==> src/hdl/adam_optimizer_update_defines.svh <==
// Assertion macros shared by the Adam update block.
`ifndef ADAM_OPTIMIZER_UPDATE_DEFINES_SVH
`define ADAM_OPTIMIZER_UPDATE_DEFINES_SVH
// Implication checked on every rising clock edge outside reset.
`define ADAM_ASSERT_IMP(lbl, ante, cons) \
  lbl: assert property (@(posedge clk) disable iff (!rst_n) (ante) |-> (cons)) \
    else $error("adam assertion failed");
// Next-cycle implication checked outside reset.
`define ADAM_ASSERT_NXT(lbl, ante, cons) \
  lbl: assert property (@(posedge clk) disable iff (!rst_n) (ante) |=> (cons)) \
    else $error("adam assertion failed");
`endif

==> src/hdl/adam_pkg.sv <==
// Package with types and constants of the Adam update block.
package adam_pkg;
  localparam int unsigned IDX_W = 12;
  localparam int unsigned PARAM_COUNT = 4096;
  localparam int unsigned ADDR_W = $clog2(PARAM_COUNT);
  localparam logic [23:0] POWER_ONE = 24'hFFFFFF;
  localparam logic [23:0] LR_RESET = 24'd16777;
  localparam logic [23:0] B1_RESET = 24'd15099494;
  localparam logic [23:0] B2_RESET = 24'd16760439;
  localparam logic [15:0] EPS_RESET = 16'd1;

  localparam logic [1:0] REG_LR = 2'd0;
  localparam logic [1:0] REG_B1 = 2'd1;
  localparam logic [1:0] REG_B2 = 2'd2;
  localparam logic [1:0] REG_EPS = 2'd3;

  typedef enum logic [3:0] {
    ST_CLEAR, ST_IDLE, ST_READ, ST_BLEND, ST_MOM, ST_DIVM, ST_DIVV, ST_SQRT,
    ST_STEPNUM, ST_DIVS, ST_DONE
  } state_t;

  // Request to the shared divider.
  typedef struct packed {
    logic        go;
    logic [63:0] num;
    logic [63:0] den;
  } div_req_t;
endpackage

==> src/hdl/adam_div.sv <==
// Radix-2 restoring divider, one quotient bit per cycle.
module adam_div (
  input  logic              clk,
  input  logic              rst_n,
  input  adam_pkg::div_req_t req,
  output logic              done,
  output logic [63:0]       quot
);
  logic [63:0] q_r, q_nxt, rem_r, rem_nxt, den_r;
  logic [6:0]  cnt_r, cnt_nxt;
  logic        busy_r, busy_nxt;
  logic [64:0] trial;
  logic [63:0] q_iter, rem_iter;

  // One restoring step; its quotient is what the caller sees on the last step,
  // even when a new request is loaded in that same cycle.
  always_comb begin
    trial = {rem_r, q_r[63]};
    if (trial >= {1'b0, den_r}) begin
      rem_iter = 64'(trial - {1'b0, den_r});
      q_iter = {q_r[62:0], 1'b1};
    end else begin
      rem_iter = trial[63:0];
      q_iter = {q_r[62:0], 1'b0};
    end
  end

  always_comb begin
    q_nxt = q_r;
    rem_nxt = rem_r;
    cnt_nxt = cnt_r;
    busy_nxt = busy_r;
    if (req.go) begin
      q_nxt = req.num;
      rem_nxt = '0;
      cnt_nxt = 7'd64;
      busy_nxt = 1'b1;
    end else if (busy_r) begin
      rem_nxt = rem_iter;
      q_nxt = q_iter;
      cnt_nxt = cnt_r - 7'd1;
      if (cnt_r == 7'd1) busy_nxt = 1'b0;
    end
  end

  always_ff @(posedge clk) begin
    if (!rst_n) begin
      busy_r <= 1'b0;
      cnt_r <= '0;
    end else begin
      busy_r <= busy_nxt;
      cnt_r <= cnt_nxt;
    end
    q_r <= q_nxt;
    rem_r <= rem_nxt;
    if (req.go) den_r <= req.den;
  end

  assign done = busy_r && (cnt_r == 7'd1);
  assign quot = q_iter;
endmodule

==> config.mk <==
export PLATFORM = sky130hd
export DESIGN_NAME = adam_div
export DESIGN_NICKNAME = d
export VERILOG_FILES = /design/src/hdl/adam_optimizer_update_defines.svh /design/src/hdl/adam_pkg.sv /design/src/hdl/adam_div.sv
export SDC_FILE = /design/constraint.sdc
export NUM_CORES = 1
export LEC_CHECK = 0
export BUFFER_PORTS_ARGS = -buffer_cell sky130_fd_sc_hd__buf_2
export CORE_UTILIZATION = 50
export DETAILED_ROUTE_END_ITERATION = 6
export PLACE_DENSITY = 0.72
export SLEW_MARGIN = 20
export SYNTH_ARGS = -nofsm -noshare
export SYNTH_HDL_FRONTEND = slang
export SYNTH_SLANG_ARGS = --single-unit
==> constraint.sdc <==
create_clock -name clk -period 3.6 [get_ports clk]
set_input_delay 0.18 -clock clk [delete_from_list [all_inputs] [get_ports clk]]
set_output_delay 0.18 -clock clk [all_outputs]
set_load 0.02 [all_outputs]
==> results of run 1 <==
-- kinds of logic after synthesis --
group	after synthesis	share of synthesized area
xor+xnor	57	0.03952
mux	70	0.06190
simple gates	357	0.1300
compound gates	355	0.1900
flops	200	0.4183
fa+ha+maj	67	0.06695
buf+inv	231	0.09329
-- registers in the layout, indices dropped and copies added, names as in the netlist --
signal  flops
cnt_r       7
busy_r      1
rem_r      64
den_r      64
q_r        64
-- per-layer routing --
layer  track usage  up-vias  part of all wire  wire length (um)
met5             0        -                 0                 0
met3       0.02944       36             0.052              1591
met1        0.3222     4973              0.46             14210
met4       0.06604        0             0.015               465
met2        0.3879      345              0.47             14470
li1              -     5100                 -                 -
-- worst register-to-register path, stage by stage (launching register included) --
cell and delay (ns):
edfxtp_1 0.35, inv_1 0.04, ha_1 0.22, fa_1 0.41, nor2b_1 0.17, o2111ai_1 0.19, a21oi_1 0.27, o2111ai_1 0.26
a21oi_1 0.23, a211oi_2 0.08, o2111ai_1 0.23, o2111ai_1 0.16, mux2_1 0.33, a2111oi_1 0.37
-- power groups by stage --
stage | sequential [mW] | clock (mW) | combinational (mW)
3_3_place_gp | 2.84 | 0 | 1.86
4_1_cts | 2.80 | 2.14 | 1.95
2_1_floorplan | 2.81 | 0 | 1.49
3_5_place_dp | 2.85 | 0 | 1.87
5_1_grt | 2.83 | 2.22 | 2.18
6_report | 2.80 | 2.11 | 1.99
-- layout by cell type, fill, tap and decap left out, drive strengths merged, types with 13 or more instances in the layout --
| cell type | n |
|---|---|
| a211oi | 21 |
| a21o | 31 |
| a21oi | 110 |
| a311oi | 38 |
| buf | 223 |
| clkbuf | 17 |
| dfxtp | 72 |
| dlygate4sd3 | 65 |
| edfxtp | 128 |
| ha | 66 |
| inv | 100 |
| mux2 | 65 |
| nand2 | 147 |
| nand4 | 28 |
| nor2 | 94 |
| nor3 | 13 |
| o211ai | 15 |
| o21a | 14 |
| o21ai | 56 |
| o21bai | 17 |
| xnor2 | 37 |
| xor2 | 20 |
-- what timing repair did --
action,CTS,global route
gates resized for setup,3,16
endpoints found under the setup margin,1,4
hold endpoints to repair,66,0
setup buffers,2,0
cloned,0,0
hold buffers,65,0
pin swaps,2,0
-- how the worst max path moves through the flow --
stage                          from         to  slack [ns]  depth (start not counted)
final                      den_r[1]    quot[0]        0.06                         13
after floorplan            den_r[4]  rem_r[62]        0.56                         13
after global routing       den_r[1]    quot[0]       -0.05                         13
after detailed placement   den_r[1]     q_r[0]        0.19                         13
after global placement      q_r[63]  rem_r[56]        0.26                         14
after CTS                 rem_r[51]    quot[0]       0.007                         12
-- through the flow --
step	setup slack [ns]	hold slack, ns
5_1_grt	-0.04703	0.004412
4_1_cts	0.007280	0.004009
3_3_place_gp	0.2645	0.3570
3_5_place_dp	0.1931	0.3581
2_1_floorplan	0.5612	0.2789
6_report	0.06386	0.01051
-- area by class of cell --
cell class                      count  share of cell area
Clock buffer                       17             0.02869
Clock inverter                     15             0.01553
Timing Repair Buffer              288              0.1260
Multi-Input combinational cell    906              0.4224
Tap cell                          324             0.02734
Inverter                           91             0.02338
Sequential cell                   200              0.3567
==> results.sh, run 1 <==
export IMPL_status="completed"
export IMPL_dp_hpwl_um=21730
export IMPL_max_freq_mhz=282.8
export IMPL_die_h_um=161.0
export IMPL_finalSetupViolCount=0
export IMPL_slowest_stage="edfxtp_1"
export IMPL_finalClockSkew_ns=0.01265
export IMPL_final_net_count=1702
export IMPL_post_route_drc_count=0
export IMPL_fin_tns_setup_ns=0
export IMPL_ys_seq_area_frac=0.4183
export IMPL_synth_nets=1535
export IMPL_r2r_worst_path_cells=13
export IMPL_dr_first_iter_drc_count=877
export IMPL_std_cell_rows=57
export IMPL_p_sw_frac=0.3515
export IMPL_timing_hold_worst_endpoint="q_r[39]"
export IMPL_fin_crit_ns=3.536
export IMPL_crit_arrival_ns=3.36
export IMPL_netlist_top_cells_count="nand2_1 (147), edfxtp_1 (128), a21oi_1 (110), nor2_1 (93), inv_1 (90)"
export IMPL_die_w_um=161.0
export IMPL_cts_root_buf="clkbuf_16"
export IMPL_ys_flop_type="edfxtp_1"
export IMPL_rsz0062_at_grt="true"
export IMPL_fin_util=0.6043
export IMPL_worstSetupEndpointType="primary output"
export IMPL_powerDensity_mw_per_mm2=465.6
export IMPL_cp_required_ns=3.42
export IMPL_netlist_area_sq_mm=0.01263
export IMPL_path_max_fanout=40
export IMPL_hp_class="input pin to register"
export IMPL_cap_viol_max_count=0
export IMPL_yosysMostFrequentCell="nand2_1"
export IMPL_yosys_top_cells_area="edfxtp_1 (30%), dfxtp_1 (11%), ha_1 (6.5%)"
export IMPL_multi_input_comb_area_sq_mm=0.006262
export IMPL_hold_viol=0
export IMPL_dr_pass1_iters=5
export IMPL_nFillCells=2128
export IMPL_coreArea_sq_mm=0.02453
export IMPL_syn_inst=1337
export IMPL_grt_overflow=0
export IMPL_seq_power_share=0.406
export IMPL_critPathKind="register to primary output"
export IMPL_worstHoldPathCells=2
export IMPL_die_area_sq_mm=0.02591
export IMPL_yosysTopAreaCell="edfxtp_1"
export IMPL_clockBufferDepth=2
export IMPL_finalPower_mw=6.903
export IMPL_yosys_warnings=0
export IMPL_drive_above_1_share=0.2307
export IMPL_synth_edf_count=128
export IMPL_power_internal_mw=4.476
export IMPL_yosysTopAreaCellShare=0.3042
export IMPL_port_buffers=195
export IMPL_start_kind="register"
export IMPL_wirelength_um=30740
export IMPL_synth_seq_cells=200
export IMPL_numCtsBuffers=17
export IMPL_clock_sinks=200
export IMPL_syn_area_per_cell_sq_um=9.449
export IMPL_initial_core_util=0.5149
export IMPL_place_area_sq_mm=0.01341
export IMPL_instances_no_fill=1841
export IMPL_cts_tree="yes"
export IMPL_ant_nets=0
export IMPL_critPathMaxStageDelay_ns=0.44
export IMPL_slew_violations=0
export IMPL_period_share=0.9823
export IMPL_place_congestion=0.9500
export IMPL_max_vdd_ir_drop_mv=0.3798
export IMPL_r2r_end="rem_r[62]"
export IMPL_grt_max_degree=87
export IMPL_crit_chain="inv_1, ha_1, nor2b_1, o211ai_1, a311o_1, o211ai_2, o211a_4, o21ai_4, a21boi_4, nor2_4, clkinv_4, buf_12, buf_2"
export IMPL_antenna_found_initial=0
export IMPL_grt_pass1_vias=9848
export IMPL_tightest_slew_ns=0.8510
export IMPL_area_growth_synth_to_final_pct=17.36
export IMPL_synth_distinct_cells=78
export IMPL_hp_start="req[103]"
export IMPL_htreeDepth=4
export IMPL_insertion_delay_ns=0.46
export IMPL_num_antenna_cells=0
export IMPL_clock_power_share=0.306
export IMPL_async_flop_share=0
export IMPL_power_frac_comb=0.289
export IMPL_p_leak_nw=6.211
export IMPL_crit_family="compound AO/OA/AOI/OAI gates"
export IMPL_viasPerCell=5.678
export IMPL_switchingPower_mw=2.427
export IMPL_fin_area_sq_mm=0.01483
export IMPL_post_place_cells=1742
export IMPL_slew_headroom=0.4327
export IMPL_grt_pass1_wl_um=49160
export IMPL_via_count=10450
export IMPL_io_pins=196
export IMPL_wl_per_cell_um=16.70
export IMPL_cts_clk_slew_worst_paths_ns=0.10
export IMPL_crit_reg2reg_launch="q_r[63]"
export IMPL_reg2reg_slack_ns=0.18
export IMPL_timing_critical_path_buf_inv=4
export IMPL_grt_usage=0.2346
export IMPL_seq_area_sq_mm=0.005289
(Power assumes the default switching activity.)
==> run 2, diff against run 1 <==
==> constraint.sdc (replaced) <==
create_clock -name clk -period 3.65 [get_ports clk]
set_input_delay 0.1825 -clock clk [delete_from_list [all_inputs] [get_ports clk]]
set_output_delay 0.1825 -clock clk [all_outputs]
set_load 0.01 [all_outputs]
==> results.sh, run 2 (synthesis gave the netlist of run 1 again) <==
export IMPL_p_leak_nw=6.200
export IMPL_max_vdd_ir_drop_mv=0.2799
export IMPL_switchingPower_mw=2.305
export IMPL_fin_crit_ns=3.538
export IMPL_wl_per_cell_um=16.88
export IMPL_status="completed"
export IMPL_place_area_sq_mm=0.01340
export IMPL_r2r_end="rem_r[62]"
export IMPL_drive_above_1_share=0.2295
export IMPL_path_max_fanout=8
export IMPL_power_internal_mw=4.405
export IMPL_worstSetupEndpointType="primary output"
export IMPL_p_sw_frac=0.3435
export IMPL_crit_chain="inv_1, ha_1, nor2b_1, o211ai_1, a311o_1, o211ai_2, o211a_4, o21ai_4, a21boi_4, nor2_4, clkinv_2, buf_4, buf_2"
export IMPL_final_cell_mix="buf_2 (194), nand2_1 (147), edfxtp_1 (128), a21oi_1 (107), nor2_1 (93)"
export IMPL_clock_power_share=0.304
export IMPL_max_freq_mhz=282.6
export IMPL_grt_max_degree=110
export IMPL_clock_sinks=200
export IMPL_port_buffers=195
export IMPL_slew_headroom=0.2263
export IMPL_met1_usage=0.3262
export IMPL_io_pins=196
export IMPL_hp_class="input pin to register"
export IMPL_hold_slack_ns=0.03000
export IMPL_crit_family="compound AO/OA/AOI/OAI gates"
export IMPL_timing_critical_path_buf_inv=4
export IMPL_reg2reg_slack_ns=0.15
export IMPL_dr_pass1_iters=5
export IMPL_cp_num_cells=13
export IMPL_seq_power_share=0.410
export IMPL_cts_tree="yes"
export IMPL_post_route_drc_count=0
export IMPL_grt_pass1_wl_um=50200
export IMPL_finalSetupViolCount=0
export IMPL_rsz0062_at_grt="true"
export IMPL_cts_root_buf="clkbuf_16"
export IMPL_r2r_worst_path_cells=13
export IMPL_wirelength_um=31150
export IMPL_grt_pass1_vias=10140
export IMPL_slew_violations=0
export IMPL_cts_clk_slew_worst_paths_ns=0.09
export IMPL_die_w_um=161.0
export IMPL_place_congestion=0.9262
export IMPL_largestRegisters="den_r: 64 flops, q_r: 64 flops, rem_r: 64 flops"
export IMPL_hold_viol=0
export IMPL_cap_viol_max_count=0
export IMPL_area_growth_synth_to_final_pct=16.90
export IMPL_cp_required_ns=3.47
export IMPL_dr_first_iter_drc_count=800
export IMPL_viasPerCell=5.657
export IMPL_ant_nets=0
export IMPL_std_cell_rows=57
export IMPL_use_met2=0.3911
export IMPL_power_frac_comb=0.285
export IMPL_crit_path_start="den_r[1]"
export IMPL_endpoint="quot[0]"
export IMPL_use_met3=0.03642
export IMPL_crit_arrival_ns=3.36
export IMPL_clockBufferDepth=2
export IMPL_tightest_slew_ns=1.159
export IMPL_final_net_count=1706
export IMPL_dp_hpwl_um=22130
export IMPL_critPathMaxStageDelay_ns=0.43
export IMPL_numCtsBuffers=17
export IMPL_crit_reg2reg_launch="q_r[63]"
export IMPL_insertion_delay_ns=0.45
export IMPL_fin_ws_ns=0.1119
export IMPL_top_usage_layer="met2"
export IMPL_final_common_cell="buf_2"
export IMPL_start_kind="register"
export IMPL_initial_core_util=0.5149
export IMPL_htreeDepth=4
export IMPL_finalPower_mw=6.710
export IMPL_period_share=0.9693
export IMPL_die_h_um=161.0
export IMPL_grt_overflow=0
export IMPL_coreArea_sq_mm=0.02453
export IMPL_critPathKind="register to primary output"
export IMPL_fin_area_sq_mm=0.01477
export IMPL_finalClockSkew_ns=0.01093
export IMPL_antenna_found_initial=0
export IMPL_place_ws_ns=-0.01089
export IMPL_slowest_stage="edfxtp_1"
export IMPL_fin_tns_setup_ns=0
export IMPL_powerDensity_mw_per_mm2=454.4
export IMPL_num_antenna_cells=0
export IMPL_die_area_sq_mm=0.02591
export IMPL_via_count=10440
export IMPL_grt_usage=0.2402
-- run 2: cell types whose count changed in the layout (fill, tap and decap cells not counted), sizes merged --
cell / before / now
inv: 100 / 99
clkinv: 6 / 7
buf: 223 / 227
-- run 2: final cells by class --
| cell class | count | area, sq um |
|---|---|---|
| Multi-Input combinational cell | 906 | 6208 |
| Inverter | 91 | 342.8 |
| Fill cell | 2092 | 9766 |
| Timing Repair Buffer | 292 | 1877 |
| Sequential cell | 200 | 5289 |
| Clock inverter | 15 | 220.2 |
| Tap cell | 324 | 405.4 |
| Clock buffer | 17 | 425.4 |
-- run 2: per-stage QoR --
| step | utilization | instances |
|---|---|---|
| final | 0.6019 | 1845 |
| after global routing | 0.6019 | 1845 |
| after CTS | 0.5991 | 1840 |
| after detailed placement | 0.5461 | 1743 |
| after global placement | 0.5461 | 1743 |
| after floorplan | - | 1337 |
-- run 2: what timing repair did --
item / 4_1_cts / 5_1_grt
buffers inserted: 0 / 5
endpoints found under the hold margin: 66 / 0
hold buffers: 65 / 0
endpoints found under the setup margin: 2 / 14
pin swaps: 1 / 3
resized for setup: 1 / 6
-- run 2: how the worst min path moves through the flow --
stage | startpoint | depth (start not counted) | end
6_report | req[99] | 2 | q_r[35]
5_1_grt | req[71] | 2 | q_r[7]
4_1_cts | req[99] | 2 | q_r[35]
3_5_place_dp | req[46] | 1 | den_r[46]
3_3_place_gp | req[3] | 1 | den_r[3]
2_1_floorplan | req[0] | 0 | den_r[0]
-- run 2: power groups by stage --
| stage | clock network, mW | logic [mW] | registers [mW] |
|---|---|---|---|
| final | 2.04 | 1.92 | 2.75 |
| after global routing | 2.16 | 2.10 | 2.78 |
| after CTS | 2.07 | 1.87 | 2.75 |
| after detailed placement | 0 | 1.80 | 2.81 |
| after global placement | 0 | 1.78 | 2.80 |
| after floorplan | 0 | 1.41 | 2.77 |
-- run 2: per-layer routing --
layer	up-vias	wire length (um)	part of all wire
met5	-	0	0
met4	0	619	0.020
met3	44	1688	0.054
met2	336	14550	0.47
met1	4947	14290	0.46
li1	5110	-	-
-- run 2: worst register-to-register path: stages, from the launching register on --
cell       delay [ns]
edfxtp_1         0.40
inv_1            0.07
ha_1             0.18
fa_1             0.22
nor2b_1          0.08
o2111ai_1        0.28
a21oi_1          0.14
o2111ai_1        0.40
a21oi_1          0.14
a211oi_2         0.43
o2111ai_1        0.20
o2111ai_1        0.14
mux2_1           0.34
a2111oi_1        0.37
